File: config.mk
export PLATFORM = sky130hd
export DESIGN_NAME = array_list_engine
export DESIGN_NICKNAME = d
export VERILOG_FILES = /design/src/rtl/ale_pkg.sv /design/src/rtl/array_list_engine.sv /design/src/rtl/ale_front.sv /design/src/rtl/ale_back.sv
export SDC_FILE = /design/constraint.sdc
export NUM_CORES = 2
export LEC_CHECK = 0
export ABC_CLOCK_PERIOD_IN_PS = 7260
export BUFFER_PORTS_ARGS = -buffer_cell sky130_fd_sc_hd__buf_2
export CAP_MARGIN = 20
export CORE_MARGIN = 2
export CORE_UTILIZATION = 43
export DETAILED_ROUTE_END_ITERATION = 6
export HOLD_SLACK_MARGIN = 0.15
export SLEW_MARGIN = 10
export SYNTH_ARGS = -nofsm -noshare
export SYNTH_HDL_FRONTEND = slang
export SYNTH_HIERARCHICAL = 1
export SYNTH_SLANG_ARGS = --single-unit
File: constraint.sdc
create_clock -name clk -period 7.26 [get_ports clk]
set_input_delay 1.815 -clock clk [delete_from_list [all_inputs] [get_ports clk]]
set_output_delay 1.815 -clock clk [all_outputs]
set_load 0.1 [all_outputs]
File: src/rtl/ale_pkg.sv
// Shared types and constants for the array list engine.
package ale_pkg;
	localparam int CAPACITY = 32;
	localparam int IDX_W = 5;
	localparam int CNT_W = 6;
	localparam int QDEPTH = 2;

	typedef enum logic [2:0] {
		CMD_CREATE = 3'd0,
		CMD_INSERT = 3'd1,
		CMD_ELEMENT = 3'd2,
		CMD_DELETE = 3'd3,
		CMD_SEARCH = 3'd4,
		CMD_DISPLAY = 3'd5
	} cmd_t;

	typedef enum logic [2:0] {
		ST_OK = 3'd0,
		ST_EMPTY = 3'd1,
		ST_NOT_FOUND = 3'd2,
		ST_OVERFLOW = 3'd3,
		ST_NO_BATCH = 3'd4
	} status_t;

	typedef struct packed {
		cmd_t cmd;
		logic signed [31:0] value;
		logic [7:0] batch_count;
	} op_t;

	typedef enum logic [2:0] {
		S_IDLE,
		S_READ,
		S_CHECK,
		S_REPLY
	} state_t;
endpackage

File: src/rtl/array_list_engine.sv
// Top level of the array list engine.
//  channel | handshake            | payload
//  in      | valid / ready        | command, value, batch_count
//  out     | out_valid/out_ready  | status, position, item_value, removed_count, last
// Create, insert and element complete from idle. Delete, search and
// display walk the list, reading then checking each entry (S_READ, S_CHECK);
// a stalled receiver can hold the walk and the final reply.
// A new command starts only once the previous result has been taken.
// Reset clears count, open batch and queue; list contents stay undefined.
// A two-entry command queue lets input keep flowing while the back end
// is stalled on a result not yet taken.
module array_list_engine (
	input  logic clk,
	input  logic arst_n,
	input  logic valid,
	output logic ready,
	input  logic [2:0] command,
	input  logic signed [31:0] value,
	input  logic [7:0] batch_count,
	output logic out_valid,
	input  logic out_ready,
	output logic [2:0] status,
	output logic [4:0] position,
	output logic signed [31:0] item_value,
	output logic [5:0] removed_count,
	output logic last
);
	logic q_valid, q_pop;
	ale_pkg::op_t q_op;

	ale_front u_front (.clk, .arst_n, .valid, .ready, .command, .value,
		.batch_count, .q_valid, .q_op, .q_pop);

	ale_back u_back (.clk, .arst_n, .q_valid, .q_op, .q_pop, .out_valid,
		.out_ready, .status, .position, .item_value, .removed_count, .last);
endmodule

File: src/rtl/ale_front.sv
// Front end: accepts commands, drops unused codes, queues the rest.
module ale_front (
	input  logic clk,
	input  logic arst_n,
	input  logic valid,
	output logic ready,
	input  logic [2:0] command,
	input  logic signed [31:0] value,
	input  logic [7:0] batch_count,
	output logic q_valid,
	output ale_pkg::op_t q_op,
	input  logic q_pop
);
	ale_pkg::op_t mem_q [ale_pkg::QDEPTH];
	logic wp_q, rp_q;
	logic [1:0] cnt_q;
	logic push, legal;

	assign ready = (cnt_q != 2'd2);
	assign legal = (command <= 3'd5);
	assign push = valid && ready && legal;
	assign q_valid = (cnt_q != 2'd0);
	assign q_op = mem_q[rp_q];

	always_ff @(posedge clk) begin
		if (push) begin
			mem_q[wp_q] <= '{cmd: ale_pkg::cmd_t'(command), value: value,
				batch_count: batch_count};
		end
	end

	always_ff @(posedge clk or negedge arst_n) begin
		if (!arst_n) begin
			wp_q <= 1'b0;
			rp_q <= 1'b0;
			cnt_q <= 2'd0;
		end else begin
			if (push) wp_q <= ~wp_q;
			if (q_pop) rp_q <= ~rp_q;
			cnt_q <= cnt_q + {1'b0, push} - {1'b0, q_pop};
		end
	end
endmodule

File: src/rtl/ale_back.sv
// Back end: list store and command sequencer with output register.
module ale_back (
	input  logic clk,
	input  logic arst_n,
	input  logic q_valid,
	input  ale_pkg::op_t q_op,
	output logic q_pop,
	output logic out_valid,
	input  logic out_ready,
	output logic [2:0] status,
	output logic [4:0] position,
	output logic signed [31:0] item_value,
	output logic [5:0] removed_count,
	output logic last
);
	logic [31:0] store_q [ale_pkg::CAPACITY];
	logic [31:0] rd_q;
	ale_pkg::state_t state_q, state_d;
	logic [ale_pkg::CNT_W-1:0] count_q, batch_q, ri_q, wi_q;
	logic [ale_pkg::CNT_W-1:0] count_d, batch_d, ri_d, wi_d;
	logic found_q, found_d;
	logic ov_q, ld;
	logic [2:0] st_d;
	logic [4:0] pos_d;
	logic [31:0] val_d;
	logic [5:0] rem_d;
	logic last_d;
	logic we;
	logic [4:0] wa;
	logic [31:0] wd;
	logic [8:0] sum;
	logic match, hit, cap;
	logic [4:0] hpos_q;
	logic [31:0] hval_q;

	assign sum = {3'd0, count_q} + {1'b0, q_op.batch_count};
	assign match = (rd_q == q_op.value);
	assign hit = (q_op.cmd == ale_pkg::CMD_DISPLAY) || match;
	assign out_valid = ov_q;

	always_ff @(posedge clk) begin
		if (we) store_q[wa] <= wd;
		rd_q <= store_q[ri_d[4:0]];
	end

	// held hit: sent once the next hit or the end of the scan shows whether it is last
	always_ff @(posedge clk) begin
		if (cap) begin
			hpos_q <= ri_q[4:0];
			hval_q <= rd_q;
		end
	end

	always_comb begin
		state_d = state_q; count_d = count_q; batch_d = batch_q;
		ri_d = ri_q; wi_d = wi_q; found_d = found_q; cap = 1'b0;
		ld = 1'b0; st_d = ale_pkg::ST_OK; pos_d = '0; val_d = '0; rem_d = '0;
		last_d = 1'b1; q_pop = 1'b0; we = 1'b0; wa = wi_q[4:0]; wd = rd_q;
		case (state_q)
			ale_pkg::S_IDLE: begin
				if (q_valid && !ov_q) begin
					ri_d = '0; wi_d = '0; found_d = 1'b0;
					if (q_op.cmd != ale_pkg::CMD_ELEMENT) batch_d = '0;
					ld = 1'b1;
					case (q_op.cmd)
						ale_pkg::CMD_CREATE: begin
							q_pop = 1'b1;
							if (q_op.batch_count > 8'(ale_pkg::CAPACITY))
								st_d = ale_pkg::ST_OVERFLOW;
							else begin
								count_d = '0; batch_d = q_op.batch_count[5:0];
							end
						end
						ale_pkg::CMD_INSERT: begin
							q_pop = 1'b1;
							if (sum > 9'(ale_pkg::CAPACITY) ||
								count_q >= 6'(ale_pkg::CAPACITY))
								st_d = ale_pkg::ST_OVERFLOW;
							else batch_d = q_op.batch_count[5:0];
						end
						ale_pkg::CMD_ELEMENT: begin
							q_pop = 1'b1;
							if (batch_q == '0 || count_q >= 6'(ale_pkg::CAPACITY)) begin
								batch_d = '0; st_d = ale_pkg::ST_NO_BATCH;
							end else begin
								we = 1'b1; wa = count_q[4:0]; wd = q_op.value;
								count_d = count_q + 6'd1; batch_d = batch_q - 6'd1;
							end
						end
						default: begin
							if (count_q == '0) begin
								q_pop = 1'b1; st_d = ale_pkg::ST_EMPTY;
							end else begin
								ld = 1'b0; state_d = ale_pkg::S_READ;
							end
						end
					endcase
				end
			end
			ale_pkg::S_READ: state_d = ale_pkg::S_CHECK;
			ale_pkg::S_CHECK: begin
				if (q_op.cmd != ale_pkg::CMD_DELETE && hit && found_q && ov_q) begin
					// held hit still waiting for the output slot
					state_d = ale_pkg::S_CHECK;
				end else begin
					ri_d = ri_q + 6'd1;
					state_d = (ri_d == count_q) ? ale_pkg::S_REPLY : ale_pkg::S_READ;
					if (q_op.cmd == ale_pkg::CMD_DELETE) begin
						if (!match) begin
							we = 1'b1; wi_d = wi_q + 6'd1;
						end
					end else if (hit) begin
						if (found_q) begin
							ld = 1'b1; pos_d = hpos_q; val_d = hval_q; last_d = 1'b0;
						end
						found_d = 1'b1; cap = 1'b1;
					end
				end
			end
			ale_pkg::S_REPLY: begin
				if (!ov_q) begin
					ld = 1'b1; q_pop = 1'b1; state_d = ale_pkg::S_IDLE;
					if (q_op.cmd == ale_pkg::CMD_DELETE) begin
						count_d = wi_q;
						if (wi_q == count_q) st_d = ale_pkg::ST_NOT_FOUND;
						else rem_d = count_q - wi_q;
					end else if (!found_q) st_d = ale_pkg::ST_NOT_FOUND;
					else begin
						// final hit closes the item
						pos_d = hpos_q; val_d = hval_q;
					end
				end
			end
			default: state_d = ale_pkg::S_IDLE;
		endcase
	end

	always_ff @(posedge clk) begin
		if (ld) begin
			status <= st_d; position <= pos_d; item_value <= val_d;
			removed_count <= rem_d; last <= last_d;
		end
	end

	always_ff @(posedge clk or negedge arst_n) begin
		if (!arst_n) begin
			state_q <= ale_pkg::S_IDLE; count_q <= '0; batch_q <= '0;
			ri_q <= '0; wi_q <= '0; found_q <= 1'b0; ov_q <= 1'b0;
		end else begin
			state_q <= state_d; count_q <= count_d; batch_q <= batch_d;
			ri_q <= ri_d; wi_q <= wi_d; found_q <= found_d;
			if (ld) ov_q <= 1'b1;
			else if (out_ready) ov_q <= 1'b0;
		end
	end

`ifndef NO_ASSERTIONS
	a_count: assert property (@(posedge clk) disable iff (!arst_n)
		count_q <= 6'(ale_pkg::CAPACITY)) else $error("count over capacity");
	a_pop: assert property (@(posedge clk) disable iff (!arst_n)
		q_pop |-> q_valid) else $error("pop from empty queue");
	a_ld: assert property (@(posedge clk) disable iff (!arst_n)
		ld |-> (!ov_q || out_ready) || !ov_q) else $error("result overwritten");
	a_batch: assert property (@(posedge clk) disable iff (!arst_n)
		(count_q + batch_q) <= 7'(ale_pkg::CAPACITY) || batch_q == '0)
		else $error("batch exceeds capacity");
`endif
endmodule

# Yosys cells after proc, flatten, opt, wreduce, memory -nomap -nowiden
# Memories as Yosys holds them, arrays and structs flattened. A register that Yosys moved wholly into a read port is not among the register bits.
# Index checks and enable logic that the tools add are counted.
[word_totals] register_bits=117 latch_bits=0 mem_bits_rw=1110 rom_bits=0 input_bits=47 elab_cells=184 n_memories=2
[classes] addsub=8 mul=0 n_div=0 order_cmp=4 eq_ne=26 n_shift=0 n_mux=93 bitwise_logic=6 reduce_logical=27
[memory_table] memory="u_back.store_q" depth=32 word_bits=32 rd=1 rd_ports_with_merged_regs=1 wr=1 line_no="ale_back.sv:16" text="logic [31:0] store_q [ale_pkg::CAPACITY];"
[memory_table] memory="u_front.mem_q" depth=2 word_bits=43 rd=1 rd_ports_with_merged_regs=0 wr=1 line_no="ale_front.sv:14" text="ale_pkg::op_t mem_q [ale_pkg::QDEPTH];"
[ops] op="$mux 32" count=10
[ops] op="$mux 6" count=15
[ops] op="$pmux 32 s2" count=1
[ops] op="$mux 5" count=10
[ops] op="$pmux 6 s2" count=4
[ops] op="$eq 32x32->1" count=1
[ops] op="$mux 1" count=30
[ops] op="$mux 3" count=9
[ops] op="$add 6x1->6 const B" count=3
[ops] op="$pmux 6 s3" count=1
[ops] op="$ne 2x2->1 const B" count=7
[ops] op="$eq 3x2->1 const B" count=4
[ops] op="$eq 6x6->1" count=2
[ops] op="$logic_not 6->1" count=2
[ops] op="$pmux 3 s4" count=1
[ops] op="$mux 2" count=5
[ops] op="$pmux 5 s2" count=1
[ops] op="$reduce_and 5->1" count=2
[ops] op="$add 6x8->9" count=1
[ops] op="$gt 9x6->1 const B" count=1
[ops] op="$ne 3x3->1 const B" count=3
[ops] op="$pmux 3 s3" count=1
[ops] op="$gt 8x6->1 const B" count=1
[ops] op="$ne 2x1->1 const B" count=4
[ops] op="24 further kinds" count=45

# Longest topological paths before layout
# An unclocked memory read counts as a cell.
[depth] word_depth=10 mapped_depth=16 mapped_depth_nobuf=13

# Modules after synthesis
# The synthesis kept the hierarchy.
[by_module_without_submodules] mod="ale_back" instances=1 cells_each=2721 area_each_um2=47239.1 seq_area_each_um2=34613.2
[by_module_without_submodules] mod="ale_front" instances=1 cells_each=152 area_each_um2=3500.9 seq_area_each_um2=2682.6

# Worst setup path before layout
# Ideal clock, no wire load.
[synth_timing] path_kind="reg-to-reg" start="register u_front.rp_q" end="register u_back.item_value[0], enable pin" setup_time_ps=469 arrival_ps=4610 slack_ps=2181 stages_incl_launch_ff=11 n_path_buf=2 period_less_slack_ps=5079 cell_sequence="dfrtp_1 buf_6 buf_12 mux2_4 xor2_1 nor4_1 nand4_1 o21ai_1 nand2_1 or3_1 a21oi_1"
[synth_lines] item="start, declared" line_no="ale_front.sv:15" text="logic wp_q, rp_q;"
[synth_lines] item="start signal, assigned" line_no="ale_front.sv:39" text="if (q_pop) rp_q <= ~rp_q;"
[synth_lines] item="end signal, assigned" line_no="ale_back.sv:140" text="status <= st_d; position <= pos_d; item_value <= val_d;"
[synth_lines] item="end, declared" line_no="ale_back.sv:12" text="output logic signed [31:0] item_value,"

==> out/results.tsv <==
metric	value	unit
outcome	complete, no violations	
ctsResizeCount	0	
cts_buffers	121	
area_growth	13.5	%
switching_share	35.4	%
setup_viol	0	
postLayoutSetupSlackWorst	1.68	ns
synth-main-ff-cell	edfxtp_1	
grt_max_degree	82	
dp_hpwl	73200	um
worstHoldPathType	flip-flop to flip-flop	
viasPerCell	5.67	
p_int	16800	uW
grt_usage	20.6	%
syn_area	0.0507	sq mm
drt_pass1_iterations	6	
pre_cts_ws	1.59	ns
wl_per_cell	27.1	um
die_area	0.121	sq mm
vias	26486	
place_area	0.0535	sq mm
wirelength	127000	um
antenna_cells	0	
synthTopCellsByArea	edfxtp_1, mux2i_1, o22ai_1, dfrtp_1, dfxtp_1	
r2r_slack	1.68	ns
slew_headroom	23.9	%
yosysWarnings	6	
power_frac_seq	37.8	%
drive_gt1_share	16.2	%
yosysUniqueCellTypes	65	
cts_buffer_depth	3	
synth-edff-count	1194	
core_area	0.118	sq mm
yosysSeqAreaShare	73.5	%
drc	0	
rsz0062_at_grt	no	
fin_area	0.0576	sq mm
async_flop_share	2.54	%
postRouteAntennaNets	0	
leakagePower	0.0198	uW
r2r_start	u_front/rp_q$_DFFE_PN0P_	
cts.sinks	1258	
cts_setup_buffers	0	
min_path_cells	0	
clock-root-buffer	clkbuf_16	
clock_latency	0.71	ns
syn_nets	2944	
ctsHoldBuffers	0	
cp-start-kind	flip-flop	
io_pins	96	
avgSynthCellArea	17.7	sq um
hold_viol	0	
worst-setup-path-type	flip-flop to flip-flop	
cts-htree-levels	3	
drt_iter0_drc	2552	
tns	0	ns
p_comb_share	37.5	%
start_util	43.1	%
fmax	0.179	GHz
power	26000	uW
ys_seq_elements	1258	
fin_crit	5.58	ns
report.final.slew_viol_count	0	
drv_cap	0	
tightest_slew	1.14	ns
grt_first_pass_wirelength	180000	um
synth_cells	2873	
num_rows	126	
tritoncts	built	
worst_hold_startpoint	u_back/rd_q[17]$_DFF_P_	
finalCritPeriodShare	76.8	%
io_buffer_count	95	
clk_pin_slew	0.06	ns
die_y	348	um
fin_hold_ws	0.507	ns
reg2reg_depth	13	
grt_overflow	0	
antenna_found_initial	3	
synth_top_cell_by_area	edfxtp_1	
min_to	u_back/hval_q[17]$_DFFE_PP_	
end_kind	flip-flop	
crit_arrival	6.10	ns
power_density	451	mW/mm^2
cp.required	7.78	ns
clkPwrFrac	24.7	%
irDropWorstVdd	0.000316	V
finClkSkew	0.0350	ns
fp.dieW	348	um
reg2reg_to	u_back/rd_q[13]$_DFF_P_	
grt_pass1_vias	26419	
yosysTopAreaCellShare	70.7	%
power_switching	9190	uW
layout.nets	3103	
place_congestion	0.822	
crit_fanout	81	
-- sequential cells by signal, indices dropped and copies added (netlist names) --
name,cells
u_back/out_valid,1
u_back/last,1
u_back/found_q,1
u_back/status,3
u_back/hval_q,32
u_back/removed_count,6
u_back/hpos_q,5
u_back/store_q,1024
u_back/count_q,6
u_back/rd_q,32
u_front/cnt_q,2
u_back/ri_q,6
u_back/batch_q,6
u_front/mem_q,86
u_front/wp_q,1
u_front/rp_q,1
u_back/state_q,2
u_back/item_value,32
u_back/position,5
u_back/wi_q,6
-- power groups by stage --
stage                     logic (uW)  clock network, uW  registers (uW)
after floorplan                 6770                  0           10400
final                           9730               6420            9820
after global routing           10300               6820            9860
after CTS                       9730               6530            9810
after global placement          9480                  0            9950
after detailed placement        9690                  0            9970
-- logic make-up after synthesis --
group,share of synthesized area (%)
simple gates,2.87
flops,73.5
buf+inv,1.92
fa+ha+maj,0.621
compound gates,2.91
xor+xnor,0.949
mux,17.2
-- worst max-delay path by stage --
stage          slack (ns)                                to  cells after the start                      from
2_1_floorplan        2.18    u_back/item_value[0]$_DFFE_PP_                     10  u_front/rp_q$_DFFE_PN0P_
3_3_place_gp         1.27           u_back/rd_q[13]$_DFF_P_                     13  u_front/rp_q$_DFFE_PN0P_
3_5_place_dp         1.59   u_back/store_q[27][2]$_DFFE_PP_                     11  u_front/rp_q$_DFFE_PN0P_
4_1_cts              1.59  u_back/store_q[27][22]$_DFFE_PP_                     11  u_front/rp_q$_DFFE_PN0P_
5_1_grt              1.40           u_back/rd_q[27]$_DFF_P_                     14  u_front/rp_q$_DFFE_PN0P_
6_report             1.68           u_back/rd_q[13]$_DFF_P_                     13  u_front/rp_q$_DFFE_PN0P_
-- per-layer routing --
metal | GRT usage, % | wire [um]
met2 | 33.1 | 59500
met4 | 6.81 | 3750
met1 | 28.3 | 53500
met5 | 0 | 0
met3 | 3.82 | 9970
-- cell type report --
type / count / area, sq um
inverters: 26 / 97.6
fillers: 9609 / 60000
clock inverters: 71 / 815
repair buffers: 180 / 1330
multi-input cells: 1445 / 12800
well taps: 1536 / 1920
clock buffers: 158 / 3300
flip-flops and latches: 1258 / 37300
-- cells in the final DEF, fill, tap and decap left out, types with 7 or more instances in the layout --
| cell type | instances |
|---|---|
| ha_1 | 22 |
| o21ai_0 | 28 |
| clkinv_2 | 29 |
| nor3_1 | 11 |
| dfrtp_1 | 31 |
| mux2_4 | 39 |
| nor2_1 | 37 |
| nand2_1 | 51 |
| and3_1 | 9 |
| buf_12 | 17 |
| nor2_4 | 34 |
| nor2b_1 | 7 |
| buf_4 | 67 |
| mux2_2 | 36 |
| clkbuf_8 | 13 |
| o22ai_1 | 132 |
| inv_1 | 22 |
| nor4_1 | 44 |
| edfxtp_1 | 1194 |
| buf_2 | 95 |
| clkbuf_16 | 121 |
| and2_1 | 38 |
| xor2_1 | 40 |
| xnor2_1 | 15 |
| or3_1 | 8 |
| dfxtp_1 | 32 |
| bufinv_16 | 16 |
| nand3_1 | 16 |
| mux2i_1 | 774 |
| a21oi_1 | 21 |
| clkinv_1 | 14 |
| nand3_2 | 8 |
| clkbuf_1 | 24 |
-- per-stage QoR --
step | utilization [%] | std cells
6_report | 49.0 | 4674
4_1_cts | 49.0 | 4673
2_1_floorplan | - | 2873
3_3_place_gp | 45.4 | 4443
5_1_grt | 49.0 | 4674
3_5_place_dp | 45.5 | 4444
-- critical path, stage by stage, from the launching register on --
cell and delay [ns]:
dfrtp_2 0.76, buf_4 0.42, mux2_4 0.35, xor2_1 0.19
nor4_1 0.56, nand4_1 0.36, nor4_1 0.38, a211oi_1 0.14
o22ai_4 0.18, buf_12 0.39, buf_12 0.49, mux2i_1 0.30
o22ai_1 0.12, nor4_1 0.56
-- synthesized netlist by cell type, types with 9 or more instances --
master and number:
nor2_1 71, mux2_2 36, nand3_1 24, mux2i_1 774, nor4_1 44, and2_1 38, nor3_1 12, mux2_4 39
clkbuf_1 40, xnor2_1 15, o22ai_1 133, buf_6 22, a21oi_1 22, buf_2 73, and3_1 9, ha_1 22
dfxtp_1 32, inv_1 22, dfrtp_1 32, xor2_1 40, nand2_1 51, o21ai_0 28, edfxtp_1 1194
Power figures use the tool's default switching activity.
